**src/design/cbpc_pkg.sv**
```systemverilog
// ----------------------------------------------------------------------------
// cbpc_pkg
// Shared widths, request and register codes, and the command and
// configuration types of the cell balancer.
// ----------------------------------------------------------------------------
package cbpc_pkg;

   // payload widths
   localparam int CELL_W     = 4;
   localparam int THR_W      = 8;
   localparam int MAP_W      = 12;
   localparam int CNT_W      = 16;
   localparam int ACC_W      = 32;
   localparam int CUR_W      = 16;
   localparam int STEP_W     = 16;
   localparam int REQ_W      = 3;
   localparam int CSR_IDX_W  = 3;
   localparam int CSR_DATA_W = 64;

   // cells that own a period length and a bitmap bit
   localparam int PERIOD_CELLS = 12;
   localparam logic [CNT_W-1:0] LEN_RESET = 16'd255;

   // command queue between front and back
   localparam int QDEPTH  = 2;
   localparam int QPTR_W  = $clog2(QDEPTH);
   localparam int QCNT_W  = $clog2(QDEPTH + 1);

   // request codes on req_type
   localparam logic [REQ_W-1:0] REQ_TICK_FAST = 3'd0;
   localparam logic [REQ_W-1:0] REQ_TICK_SLOW = 3'd1;
   localparam logic [REQ_W-1:0] REQ_SET_THR   = 3'd2;
   localparam logic [REQ_W-1:0] REQ_SET_MAP   = 3'd3;
   localparam logic [REQ_W-1:0] REQ_READ      = 3'd4;

   // register indexes on csr_index
   localparam logic [CSR_IDX_W-1:0] CSR_PWM_MODE    = 3'd0;
   localparam logic [CSR_IDX_W-1:0] CSR_PERIOD_LOW  = 3'd1;
   localparam logic [CSR_IDX_W-1:0] CSR_PERIOD_MID  = 3'd2;
   localparam logic [CSR_IDX_W-1:0] CSR_PERIOD_HIGH = 3'd3;
   localparam logic [CSR_IDX_W-1:0] CSR_STEP        = 3'd4;

   typedef enum logic [2:0] {
      OP_TICK_FAST,
      OP_TICK_SLOW,
      OP_SET_THR,
      OP_SET_MAP,
      OP_READ,
      OP_NONE
   } op_type;

   typedef struct packed {
      op_type                   op;
      logic [CELL_W-1:0]        cell_idx;
      logic                     cell_ok;
      logic [THR_W-1:0]         thr;
      logic [MAP_W-1:0]         map;
      logic signed [CUR_W-1:0]  cur;
   } cmd_type;

   typedef struct packed {
      logic                                  pwm_mode;
      logic [PERIOD_CELLS-1:0][CNT_W-1:0]    period;
      logic [STEP_W-1:0]                     step;
   } cfg_type;

endpackage

```
**src/design/cell_balancer_pwm_coulomb.sv**
```systemverilog
// ----------------------------------------------------------------------------
// cell_balancer_pwm_coulomb
// Per-cell balancer: PWM discharger bitmap and per-cell charge accounting.
// ----------------------------------------------------------------------------
// results: set, read and unknown requests put their result in the result register
//   as they leave the queue; fast and slow ticks put it there when the walk ends
// throughput: one set or read per cycle while the result register is empty or popped;
//   a tick holds the back until its one-cell-per-cycle walk through the single accumulator adder ends
// reset: synchronous; clears the queue, result, counters, thresholds,
//   accumulators and bitmap, and loads the register reset values
module cell_balancer_pwm_coulomb
   import cbpc_pkg::*;
#(
   parameter int CELLS = 12
) (
   input  logic                     clock,
   input  logic                     reset,
   // request queue side
   input  logic                     push,
   output logic                     full,
   input  logic [REQ_W-1:0]         req_type,
   input  logic [CELL_W-1:0]        req_cell_index,
   input  logic [THR_W-1:0]         req_threshold_value,
   input  logic [MAP_W-1:0]         req_bitmap_value,
   input  logic signed [CUR_W-1:0]  req_stack_current,
   // result queue side
   output logic                     empty,
   input  logic                     pop,
   output logic [MAP_W-1:0]         rsp_discharger_bits,
   output logic signed [ACC_W-1:0]  rsp_charge_value,
   // register writes
   input  logic                     valid,
   output logic                     ready,
   input  logic [CSR_IDX_W-1:0]     csr_index,
   input  logic [CSR_DATA_W-1:0]    csr_data
);

   cfg_type  cfg_ff;
   logic     q_push;
   cmd_type  q_cmd;
   logic     q_full;
   logic     q_pop;
   logic     q_empty;
   cmd_type  q_head;
   logic     rsp_valid;

   assign ready = 1'b1;
   assign full  = q_full;
   assign empty = !rsp_valid;

   // configuration registers
   always_ff @(posedge clock) begin
      if (reset) begin
         cfg_ff.pwm_mode <= 1'b0;
         cfg_ff.period   <= {PERIOD_CELLS{LEN_RESET}};
         cfg_ff.step     <= '0;
      end else if (valid && ready) begin
         case (csr_index)
            CSR_PWM_MODE:    cfg_ff.pwm_mode     <= csr_data[0];
            CSR_PERIOD_LOW:  cfg_ff.period[3:0]  <= csr_data;
            CSR_PERIOD_MID:  cfg_ff.period[7:4]  <= csr_data;
            CSR_PERIOD_HIGH: cfg_ff.period[11:8] <= csr_data;
            CSR_STEP:        cfg_ff.step         <= csr_data[STEP_W-1:0];
            default: begin
            end
         endcase
      end
   end

   // request decode
   cbpc_front #(
      .CELLS (CELLS)
   ) u_front (
      .push                (push),
      .req_type            (req_type),
      .req_cell_index      (req_cell_index),
      .req_threshold_value (req_threshold_value),
      .req_bitmap_value    (req_bitmap_value),
      .req_stack_current   (req_stack_current),
      .q_full              (q_full),
      .q_push              (q_push),
      .q_cmd               (q_cmd)
   );

   // command queue
   cbpc_queue u_queue (
      .clock   (clock),
      .reset   (reset),
      .q_push  (q_push),
      .q_cmd   (q_cmd),
      .q_full  (q_full),
      .q_pop   (q_pop),
      .q_empty (q_empty),
      .q_head  (q_head)
   );

   // execution and result register
   cbpc_back #(
      .CELLS (CELLS)
   ) u_back (
      .clock      (clock),
      .reset      (reset),
      .cfg        (cfg_ff),
      .q_empty    (q_empty),
      .q_head     (q_head),
      .q_pop      (q_pop),
      .rsp_pop    (pop),
      .rsp_valid  (rsp_valid),
      .rsp_bits   (rsp_discharger_bits),
      .rsp_charge (rsp_charge_value)
   );

endmodule

```
**src/design/cbpc_front.sv**
```systemverilog
// ----------------------------------------------------------------------------
// cbpc_front
// Accepts request beats, decodes the request kind, range-checks the cell
// index and masks the bitmap, and hands a command to the queue.
// ----------------------------------------------------------------------------
module cbpc_front
   import cbpc_pkg::*;
#(
   parameter int CELLS = 12
) (
   input  logic                     push,
   input  logic [REQ_W-1:0]         req_type,
   input  logic [CELL_W-1:0]        req_cell_index,
   input  logic [THR_W-1:0]         req_threshold_value,
   input  logic [MAP_W-1:0]         req_bitmap_value,
   input  logic signed [CUR_W-1:0]  req_stack_current,
   input  logic                     q_full,
   output logic                     q_push,
   output cmd_type                  q_cmd
);

   localparam int MAP_CELLS = (CELLS < MAP_W) ? CELLS : MAP_W;
   localparam logic [MAP_W-1:0] MAP_MASK = MAP_W'((1 << MAP_CELLS) - 1);

   assign q_push = push && !q_full;

   // classify the request
   always_comb begin
      q_cmd.cell_idx = req_cell_index;
      q_cmd.cell_ok  = ({1'b0, req_cell_index} < (CELL_W + 1)'(CELLS));
      q_cmd.thr      = req_threshold_value;
      q_cmd.map      = req_bitmap_value & MAP_MASK;
      q_cmd.cur      = req_stack_current;
      case (req_type)
         REQ_TICK_FAST: q_cmd.op = OP_TICK_FAST;
         REQ_TICK_SLOW: q_cmd.op = OP_TICK_SLOW;
         REQ_SET_THR:   q_cmd.op = OP_SET_THR;
         REQ_SET_MAP:   q_cmd.op = OP_SET_MAP;
         REQ_READ:      q_cmd.op = OP_READ;
         default:       q_cmd.op = OP_NONE;
      endcase
   end

endmodule

```
**src/design/cbpc_queue.sv**
```systemverilog
// ----------------------------------------------------------------------------
// cbpc_queue
// Short command queue that lets the front keep taking beats while the
// back walks the cells.
// ----------------------------------------------------------------------------
module cbpc_queue
   import cbpc_pkg::*;
(
   input  logic    clock,
   input  logic    reset,
   input  logic    q_push,
   input  cmd_type q_cmd,
   output logic    q_full,
   input  logic    q_pop,
   output logic    q_empty,
   output cmd_type q_head
);

   cmd_type             entry_ff [QDEPTH];
   logic [QPTR_W-1:0]   wr_ptr_ff, wr_ptr_in;
   logic [QPTR_W-1:0]   rd_ptr_ff, rd_ptr_in;
   logic [QCNT_W-1:0]   count_ff, count_in;

   assign q_full  = (count_ff == QCNT_W'(QDEPTH));
   assign q_empty = (count_ff == '0);
   assign q_head  = entry_ff[rd_ptr_ff];

   // pointer and fill count update
   always_comb begin
      wr_ptr_in = q_push ? wr_ptr_ff + 1'b1 : wr_ptr_ff;
      rd_ptr_in = q_pop  ? rd_ptr_ff + 1'b1 : rd_ptr_ff;
      count_in  = count_ff;
      if (q_push && !q_pop) begin
         count_in = count_ff + 1'b1;
      end else if (!q_push && q_pop) begin
         count_in = count_ff - 1'b1;
      end
   end

   always_ff @(posedge clock) begin
      if (reset) begin
         wr_ptr_ff <= '0;
         rd_ptr_ff <= '0;
         count_ff  <= '0;
      end else begin
         wr_ptr_ff <= wr_ptr_in;
         rd_ptr_ff <= rd_ptr_in;
         count_ff  <= count_in;
      end
   end

   // entry storage
   always_ff @(posedge clock) begin
      if (q_push) begin
         entry_ff[wr_ptr_ff] <= q_cmd;
      end
   end

endmodule

```
**src/design/cbpc_back.sv**
```systemverilog
// ----------------------------------------------------------------------------
// cbpc_back
// Executes queued commands. Ticks walk the cells one per cycle through a
// single counter step and a single accumulator adder; other commands
// finish in the cycle they leave the queue. Holds the result register.
// ----------------------------------------------------------------------------
module cbpc_back
   import cbpc_pkg::*;
#(
   parameter int CELLS = 12
) (
   input  logic                     clock,
   input  logic                     reset,
   input  cfg_type                  cfg,
   input  logic                     q_empty,
   input  cmd_type                  q_head,
   output logic                     q_pop,
   input  logic                     rsp_pop,
   output logic                     rsp_valid,
   output logic [MAP_W-1:0]         rsp_bits,
   output logic signed [ACC_W-1:0]  rsp_charge
);

   localparam int IDX_W     = (CELLS > 1) ? $clog2(CELLS) : 1;
   localparam int MAP_CELLS = (CELLS < MAP_W) ? CELLS : MAP_W;
   localparam logic [IDX_W-1:0] LAST_IDX = IDX_W'(CELLS - 1);

   typedef enum logic [0:0] {
      S_IDLE,
      S_WALK
   } state_type;

   state_type                state_ff, state_in;
   logic [IDX_W-1:0]         idx_ff, idx_in;
   logic                     slow_ff, slow_in;
   logic signed [CUR_W-1:0]  cur_ff, cur_in;
   logic [MAP_W-1:0]         map_ff, map_in;
   logic [MAP_W-1:0]         newmap_ff, newmap_in;
   logic                     rsp_valid_ff, rsp_valid_in;
   logic [MAP_W-1:0]         bits_ff, bits_in;
   logic [ACC_W-1:0]         charge_ff, charge_in;

   // per-cell state
   logic [CNT_W-1:0]         cnt_ff [CELLS];
   logic [THR_W-1:0]         thr_ff [CELLS];
   logic [ACC_W-1:0]         acc_ff [CELLS];

   logic                     start;
   logic                     slot_free;
   logic                     last;
   logic [IDX_W-1:0]         acc_addr;
   logic [ACC_W-1:0]         acc_rd;
   logic [ACC_W-1:0]         addend;
   logic [ACC_W-1:0]         acc_in;
   logic                     acc_we;
   logic [CELL_W-1:0]        idx_w;
   logic [CNT_W-1:0]         period_cur;
   logic [CNT_W-1:0]         cnt_cur;
   logic [CNT_W-1:0]         cnt_in;
   logic                     cnt_we;
   logic                     in_map;
   logic                     bit_pwm;
   logic                     bit_on;
   logic                     thr_we;

   assign rsp_valid  = rsp_valid_ff;
   assign rsp_bits   = bits_ff;
   assign rsp_charge = charge_ff;

   assign slot_free = !rsp_valid_ff || rsp_pop;
   assign start     = (state_ff == S_IDLE) && !q_empty && slot_free;
   assign q_pop     = start;
   assign last      = (idx_ff == LAST_IDX);

   // one accumulator read port, shared by the walk and by reads
   assign acc_addr = (state_ff == S_WALK) ? idx_ff : q_head.cell_idx[IDX_W-1:0];
   assign acc_rd   = acc_ff[acc_addr];

   // pwm counter step and discharger bit of the walked cell
   always_comb begin
      idx_w      = CELL_W'(idx_ff);
      in_map     = (idx_w < CELL_W'(MAP_CELLS));
      period_cur = '0;
      if (idx_w < CELL_W'(PERIOD_CELLS)) begin
         period_cur = cfg.period[idx_w];
      end
      cnt_cur = cnt_ff[idx_ff];
      cnt_in  = (cnt_cur < period_cur) ? cnt_cur + 1'b1 : '0;
      bit_pwm = in_map && (cnt_in < CNT_W'(thr_ff[idx_ff]));
      bit_on  = cfg.pwm_mode ? bit_pwm : (in_map && map_ff[idx_w]);
   end

   // accumulator adder: current on slow ticks, minus step on fast ticks for cells whose discharger bit is on
   always_comb begin
      if (slow_ff) begin
         addend = {{(ACC_W - CUR_W){cur_ff[CUR_W-1]}}, cur_ff};
      end else if (bit_on) begin
         addend = ~{{(ACC_W - STEP_W){1'b0}}, cfg.step} + 1'b1;
      end else begin
         addend = '0;
      end
      acc_in    = acc_rd + addend;
      newmap_in = newmap_ff | (bit_pwm ? (MAP_W'(1) << idx_w) : '0);
   end

   // command sequencing
   always_comb begin
      state_in     = state_ff;
      idx_in       = idx_ff;
      slow_in      = slow_ff;
      cur_in       = cur_ff;
      map_in       = map_ff;
      rsp_valid_in = rsp_valid_ff && !rsp_pop;
      bits_in      = bits_ff;
      charge_in    = charge_ff;
      acc_we       = 1'b0;
      cnt_we       = 1'b0;
      thr_we       = 1'b0;
      case (state_ff)
         S_IDLE: begin
            if (start) begin
               charge_in = '0;
               case (q_head.op)
                  OP_TICK_FAST, OP_TICK_SLOW: begin
                     state_in = S_WALK;
                     idx_in   = '0;
                     slow_in  = (q_head.op == OP_TICK_SLOW);
                     cur_in   = q_head.cur;
                  end
                  OP_SET_THR: begin
                     thr_we = q_head.cell_ok;
                  end
                  OP_SET_MAP: begin
                     map_in = q_head.map;
                  end
                  OP_READ: begin
                     charge_in = q_head.cell_ok ? acc_rd : '0;
                  end
                  default: begin
                  end
               endcase
               if (q_head.op != OP_TICK_FAST && q_head.op != OP_TICK_SLOW) begin
                  rsp_valid_in = 1'b1;
                  bits_in      = map_in;
               end
            end
         end
         S_WALK: begin
            acc_we = 1'b1;
            cnt_we = cfg.pwm_mode && !slow_ff;
            idx_in = idx_ff + 1'b1;
            if (last) begin
               state_in     = S_IDLE;
               map_in       = (cfg.pwm_mode && !slow_ff) ? newmap_in : map_ff;
               rsp_valid_in = 1'b1;
               bits_in      = map_in;
            end
         end
         default: begin
            state_in = S_IDLE;
         end
      endcase
   end

   // state, per-cell storage and result register
   always_ff @(posedge clock) begin
      if (reset) begin
         state_ff     <= S_IDLE;
         idx_ff       <= '0;
         map_ff       <= '0;
         newmap_ff    <= '0;
         rsp_valid_ff <= 1'b0;
         for (int i = 0; i < CELLS; i++) begin
            cnt_ff[i] <= '0;
            thr_ff[i] <= '0;
            acc_ff[i] <= '0;
         end
      end else begin
         state_ff     <= state_in;
         idx_ff       <= idx_in;
         map_ff       <= map_in;
         newmap_ff    <= (state_ff == S_WALK) ? newmap_in : '0;
         rsp_valid_ff <= rsp_valid_in;
         if (acc_we) begin
            acc_ff[idx_ff] <= acc_in;
         end
         if (cnt_we) begin
            cnt_ff[idx_ff] <= cnt_in;
         end
         if (thr_we) begin
            thr_ff[q_head.cell_idx[IDX_W-1:0]] <= q_head.thr;
         end
      end
      slow_ff   <= slow_in;
      cur_ff    <= cur_in;
      bits_ff   <= bits_in;
      charge_ff <= charge_in;
   end

endmodule

```
**config.mk**
```make
export PLATFORM = sky130hd
export DESIGN_NAME = cell_balancer_pwm_coulomb
export DESIGN_NICKNAME = d
export VERILOG_FILES = /design/src/design/cbpc_pkg.sv /design/src/design/cell_balancer_pwm_coulomb.sv /design/src/design/cbpc_front.sv /design/src/design/cbpc_queue.sv /design/src/design/cbpc_back.sv
export SDC_FILE = /design/constraint.sdc
export NUM_CORES = 2
export LEC_CHECK = 0
export BUFFER_PORTS_ARGS = -buffer_cell sky130_fd_sc_hd__buf_2
export CAP_MARGIN = 20
export CELL_PAD_IN_SITES_DETAIL_PLACEMENT = 1
export CELL_PAD_IN_SITES_GLOBAL_PLACEMENT = 2
export CORE_MARGIN = 1
export CORE_UTILIZATION = 45
export CTS_CLUSTER_DIAMETER = 30
export DETAILED_ROUTE_END_ITERATION = 16
export PLACE_DENSITY = 0.85
export SYNTH_ARGS = -nofsm -noshare
export SYNTH_HDL_FRONTEND = slang
export SYNTH_SLANG_ARGS = --single-unit
```
**constraint.sdc**
```tcl
create_clock -name clock -period 15.15 [get_ports clock]
set_input_delay 0.7575 -clock clock [delete_from_list [all_inputs] [get_ports clock]]
set_output_delay 0.7575 -clock clock [all_outputs]
set_load 0.005 [all_outputs]
```
=== After elaboration in Yosys (flattened, before gate mapping) ===
Memory sizes are Yosys's and may differ from the RTL's. A register that Yosys moved wholly into a read port is not among the register bits.
Cells that the tools add are included.

* Register bits: 304
* RAM bits: 760
* Output and inout bits: 47
* Memories kept: 4

* Add/subtract/negate cells: 8
* Order comparisons: 5
* Equal/unequal tests: 19
* Shift operators: 1
* Mux-type cells: 66
* Bitwise operators: 3
* Reduce and logical (&&, ||, !) cells: 40

{| class="wikitable"
|+ Memories
! name !! words !! width !! read ports !! clocked after Yosys merged registers in !! write ports !! RTL line !! text
|-
| u_back.acc_ff || 12 || 32 || 1 || 0 || 12 || cbpc_back.sv:46 || <nowiki>logic [ACC_W-1:0] acc_ff [CELLS];</nowiki>
|-
| u_back.cnt_ff || 12 || 16 || 1 || 1 || 12 || cbpc_back.sv:44 || <nowiki>logic [CNT_W-1:0] cnt_ff [CELLS];</nowiki>
|-
| u_back.thr_ff || 12 || 8 || 1 || 1 || 12 || cbpc_back.sv:45 || <nowiki>logic [THR_W-1:0] thr_ff [CELLS];</nowiki>
|-
| u_queue.entry_ff || 2 || 44 || 1 || 1 || 1 || cbpc_queue.sv:19 || <nowiki>cmd_type entry_ff [QDEPTH];</nowiki>
|}

{| class="wikitable"
|+ Operator list
! operator !! count
|-
| two-way mux 32 bit || 3
|-
| two-way mux 12 bit || 7
|-
| binary-select mux 16 bit (select 4 bit) || 1
|-
| two-way mux 16 bit || 4
|-
| case mux 12 bit (2 select lines) || 2
|-
| two-way mux 4 bit || 10
|-
| adder 32 x 1 -> 32 bit (second input constant) || 1
|-
| adder 32 bit || 1
|-
| NOT 16 -> 32 bit || 1
|-
| OR reduction 32 bit || 1
|-
| two-way mux 1 bit || 31
|-
| equality test 3 x 2 -> 1 bit (second input constant) || 6
|-
| AND reduction 2 bit || 9
|-
| adder 16 x 1 -> 16 bit (second input constant) || 1
|-
| less-than comparator 16 bit || 1
|-
| less-than comparator 16 x 8 -> 1 bit || 1
|-
| OR reduction 16 bit || 1
|-
| case mux 3 bit (5 select lines) || 1
|-
| OR 12 bit || 1
|-
| left shift 1 x 4 -> 12 bit (first input constant) || 1
|-
| logical AND 1 bit || 10
|-
| equality test 3 x 1 -> 1 bit (second input constant) || 3
|-
| equality test 3 bit (second input constant) || 3
|-
| zero test 3 bit || 3
|-
| other kinds (24) || 39
|}

=== Depth between registers and ports, before layout ===
* Depth in word-level cells: 12
* Gate-level depth with buffers: 43
* Gate-level depth less buffers: 35

=== Hierarchy ===
Synthesis repeated with hierarchy kept, for this count alone.

* Cells, all modules: 4244
* Area, all modules: 58253.4 um2

{| class="wikitable"
|+ By module, submodules not included
! module !! instances !! cells each !! area each (um2) !! seq. area each (um2)
|-
| cbpc_back || 1 || 3276 || 46417.0 || 29418.2
|-
| cell_balancer_pwm_coulomb || 1 || 764 || 8127.8 || 4184.0
|-
| cbpc_queue || 1 || 159 || 3380.7 || 2742.6
|-
| cbpc_front || 1 || 45 || 327.8 || 0.0
|}

=== Worst setup path after synthesis ===
No wires, ideal clock.

* Path type: reg-to-reg
* From: reg u_back.idx_ff[0]
* To: mem u_back.acc_ff[12][31] (data pin)
* Library setup time: 277 ps
* Data arrival time: 9294 ps
* Setup slack: 5579 ps
* Stages on the path, launching flop included: 41
* Period minus slack after synthesis: 9571 ps
* Path through: dfxtp_1 buf_2 buf_1 clkbuf_1 mux4_2 nand2_1 a21oi_1 a21oi_1 ha_1 nand4_1 or2_2 or3_1 a31oi_1 nor2_1 clkbuf_1 nand2_1 clkbuf_1 inv_1 (+5 left out) a21oi_1 nand4b_2 o21ai_1 o21ai_1 buf_2 o31ai_1 ha_1 o21a_1 a211oi_1 o311ai_0 a21boi_0 o22ai_1 a211oi_1 mux2_2 a2111oi_0 and3_1 buf_4 nand2_1

{| class="wikitable"
|+ RTL lines
! what !! RTL line !! text
|-
| start: declaration || cbpc_back.sv:34 || <nowiki>logic [IDX_W-1:0] idx_ff, idx_in;</nowiki>
|-
| start signal: assignment || cbpc_back.sv:180 || <nowiki>idx_ff <= idx_in;</nowiki>
|-
| end: declaration || cbpc_back.sv:46 ||
|}

==> impl_results.md <==
- Status: finished, final reports clean
- Clk root buf: clkbuf_16
- Setup TNS: 0 ns
- Final period util: 86.98%
- Largest net degree at the start of global routing: 76
- Top-count cell post-synth: edfxtp_1
- Gr ovfl total: 0
- Ys Warns: 0
- Dpl hpwl: 108.3 mm
- Die Y: 358.6 µm
- Period minus WS final: 13.18 ns
- Post_cts resized: 0
- CTS tree: done
- DRC viols: 0
- Post-Synthesis Cells: 4391
- Total CTS buffers: 300
- Number of flops mapped to enable cells by yosys: 1045
- Largest cells by area after synthesis: edfxtp_1 55%, mux4_2 11%, dfxtp_1 8.7%
- Clk buf depth: 4
- Clk sinks: 1293
- Sw Pwr: 4.824 mW
- Max Fclk: 0.07588 GHz
- Int Power: 9.897 mW
- Post-synth cell types: 79
- Mapped Area: 57230 µm²
- Power per cell area: 211.3 nW/µm²
- Synth Area in XOR/XNOR: 0.8111%
- Sequential power share: 30.3%
- Worst Path Max Fanout: 37
- Synth area leader: edfxtp_1
- Hold buffers post-CTS: 0
- GRT Util Overall: 29.63%
- DIE WIDTH: 358.6 µm
- Non-Filler Instances: 6513
- Startpoint types: flip-flop
- Flops & latches, synth: 1293
- Clock skew: 0.08998 ns
- Initial drt markers: 4144
- Hold EP: u_queue.entry_ff[0][18]
- Post-synthesis sequential area ratio: 63.51%
- Post-DRT Antenna Nets: 0
- First-pass GRT wire length: 279.2 mm
- Area grow syn2layout: 21.75%
- WHS: 0.04303 ns
- Headroom to the max-slew limit: 25.28%
- Hold path cells: 1
- Tot Pwr: 14.72 mW
- Vias: 39690
- Unrepaired setup endpoints after global routing: no
- Mean Syn Cell Area: 13.03 µm²
- Core area: 125900 µm²
- Post-synthesis mux area share: 13.08%
- Initial Util: 45.46%
- Pre-antenna DRT Iters: 5
- Maximum vdd drop: 0.1333 mV
- Die area: 128600 µm²
- Layout Nets: 4821
- Sw frac: 32.77%
- Largest family of logic cells by synthesized area: multiplexers
- DP Area: 59750 µm²
- Comb pwr share: 26.5%
- Arr. time, crit path: 13.73 ns
- Initial antenna violation count: 22
- Critical path capture point type: flip-flop
- Post-Synth Simple-Gate Area: 12.78%
- Crit path max-delay cell type: a211oi_1
- Least-Margin Pin Slew: 1.117 ns
- Area fraction in compound gates after synthesis: 5.376%
- Cells on worst reg2reg path: 36
- Layout cell share with drive strength beyond 1: 22.92%
- Max-slew violations: 0
- Adder-Cell Fraction of Synth Area: 1.456%
- Vias per cell: 6.094
- Gpl congestion: 0.8689
- # port buffers: 160
- Skew-Pair Late Insertion Delay: 0.91 ns
- DR WL/cell: 29.02 µm
- Final hold vios: 0
- CP max stage delay: 0.90 ns
- List of most frequent post-synthesis cells: 1045 x edfxtp_1, 712 x nor2_1, 559 x nand2_1
- Startpoint of the worst hold path: req_bitmap_value[2]
- Clock Power Share: 43.2%
- Final setup fails: 0
- # placed instances: 5976
- Post-Route WL: 189.0 mm
- Worst Setup Path Type: reg -> reg
- Finished Cell Area: 69680 µm²
- H-tree depth: 5
- Worst hold path type: in -> reg
- R2R Setup Slk: 1.97 ns
- Max-cap violations: 0
- I/O pin count: 162
- Top FF cell, synth: edfxtp_1
- Clock transition at the registers of the reported paths: 0.05 ns
- Pleak: 25.75 nW
- Reg2Reg Capture Point: u_back.acc_ff[14][31]
- Vias in the first global route: 42160
- Ys async rst share: 0%
- Post-synth top area share: 54.83%
- Synth Net Count: 4572
- WP data required: 15.70 ns
- Cell Rows: 130
- Setup bufs post-CTS: 0
-- metal layers --
metal / vias to the layer above / global-route usage (%) / part of all wire [%]
met1: 20580 / 38.78 / 40
li1: 16610 / - / -
met4: 16 / 13.00 / 4.1
met3: 484 / 6.081 / 8.1
met5: - / 0 / 0.048
met2: 1996 / 47.85 / 48
-- critical path, delay by kind of cell (launching register included) --
family | cells | cell delay [ns]
buf+inv | 6 | 1.79
fa+ha+maj | 3 | 1.04
compound gates | 15 | 5.30
mux | 3 | 1.23
simple gates | 9 | 2.53
flops | 1 | 0.86
-- final cells by class --
class	count	area, µm²
clock buffers	346	7836
multi-input cells	2670	19350
flip-flops and latches	1293	36360
fillers	12290	56220
well taps	1650	2064
repair buffers	275	1685
diodes	3	7.507
clock inverters	176	1991
inverters	100	375.4
-- power by group through the flow --
| stage | clock network, mW | registers, mW | logic [mW] |
|---|---|---|---|
| floorplan | 0 | 4.44 | 2.59 |
| global placement | 0 | 4.51 | 3.58 |
| detailed placement | 0 | 4.52 | 3.69 |
| CTS | 6.40 | 4.47 | 3.77 |
| global route | 6.55 | 4.48 | 4.16 |
| finish | 6.36 | 4.46 | 3.90 |
-- cells in the final DEF (no fill, tap or decap), drive strengths merged, types with 9 or more instances in the layout --
| master | synthesis | layout |
|---|---|---|
| edfxtp | 1045 | 1045 |
| nor2 | 713 | 713 |
| nand2 | 559 | 559 |
| clkbuf | 256 | 347 |
| mux4 | 278 | 278 |
| buf | 72 | 274 |
| a21oi | 250 | 250 |
| dfxtp | 248 | 248 |
| inv | 99 | 115 |
| nand3b | 101 | 101 |
| clkinv | 1 | 92 |
| mux2i | 84 | 84 |
| nor2b | 76 | 76 |
| ha | 65 | 65 |
| nand2b | 56 | 56 |
| o21ai | 39 | 39 |
| nand3 | 39 | 39 |
| bufinv | 0 | 37 |
| a211oi | 36 | 36 |
| mux2 | 34 | 34 |
| xor2 | 32 | 32 |
| clkinvlp | 0 | 32 |
| o31ai | 30 | 30 |
| a31oi | 28 | 28 |
| o211ai | 23 | 23 |
| a21o | 22 | 22 |
| nor3 | 21 | 21 |
| xnor2 | 21 | 21 |
| and3 | 19 | 19 |
| nor4b | 12 | 12 |
| a221oi | 12 | 12 |
| or2 | 11 | 11 |
| and2 | 11 | 11 |
| nand4 | 9 | 9 |
-- how the worst max path moves through the flow --
| stage | slack (ns) | end |
|---|---|---|
| after floorplan | 5.58 | u_back.acc_ff[12][31] |
| after global routing | 1.37 | u_back.acc_ff[14][31] |
| after detailed placement | 2.57 | u_back.acc_ff[15][31] |
| final | 1.97 | u_back.acc_ff[14][31] |
| after global placement | 3.18 | u_back.acc_ff[12][31] |
| after CTS | 2.23 | u_back.acc_ff[14][31] |
-- registers in the layout, summed over array words and instances (netlist names), 2 cells and up, named ones only --
name               cells
u_back.acc_ff        512
u_back.newmap_ff      12
u_queue.entry_ff      88
u_back.cur_ff         16
u_back.map_ff         12
u_back.rsp_bits       12
u_queue.count_ff       2
cfg_ff               209
u_back.cnt_ff        256
u_back.thr_ff        128
u_back.idx_ff          4
u_back.rsp_charge     32
-- cells by family after synthesis --
kind of cell,after synthesis
buffers and inverters,428
flip-flops,1293
other,1
AND/OR/NAND/NOR,1656
AO/OA/AOI/OAI,498
multiplexers,396
XOR/XNOR,53
adder cells (fa/ha/maj),66
-- metrics by stage --
step	worst slack, ns	util [%]
3_5_place_dp	2.569	47.46
3_3_place_gp	3.181	47.43
6_report	1.972	55.34
2_1_floorplan	5.579	-
5_1_grt	1.374	55.34
4_1_cts	2.232	55.27
(Power assumes the default switching activity.)
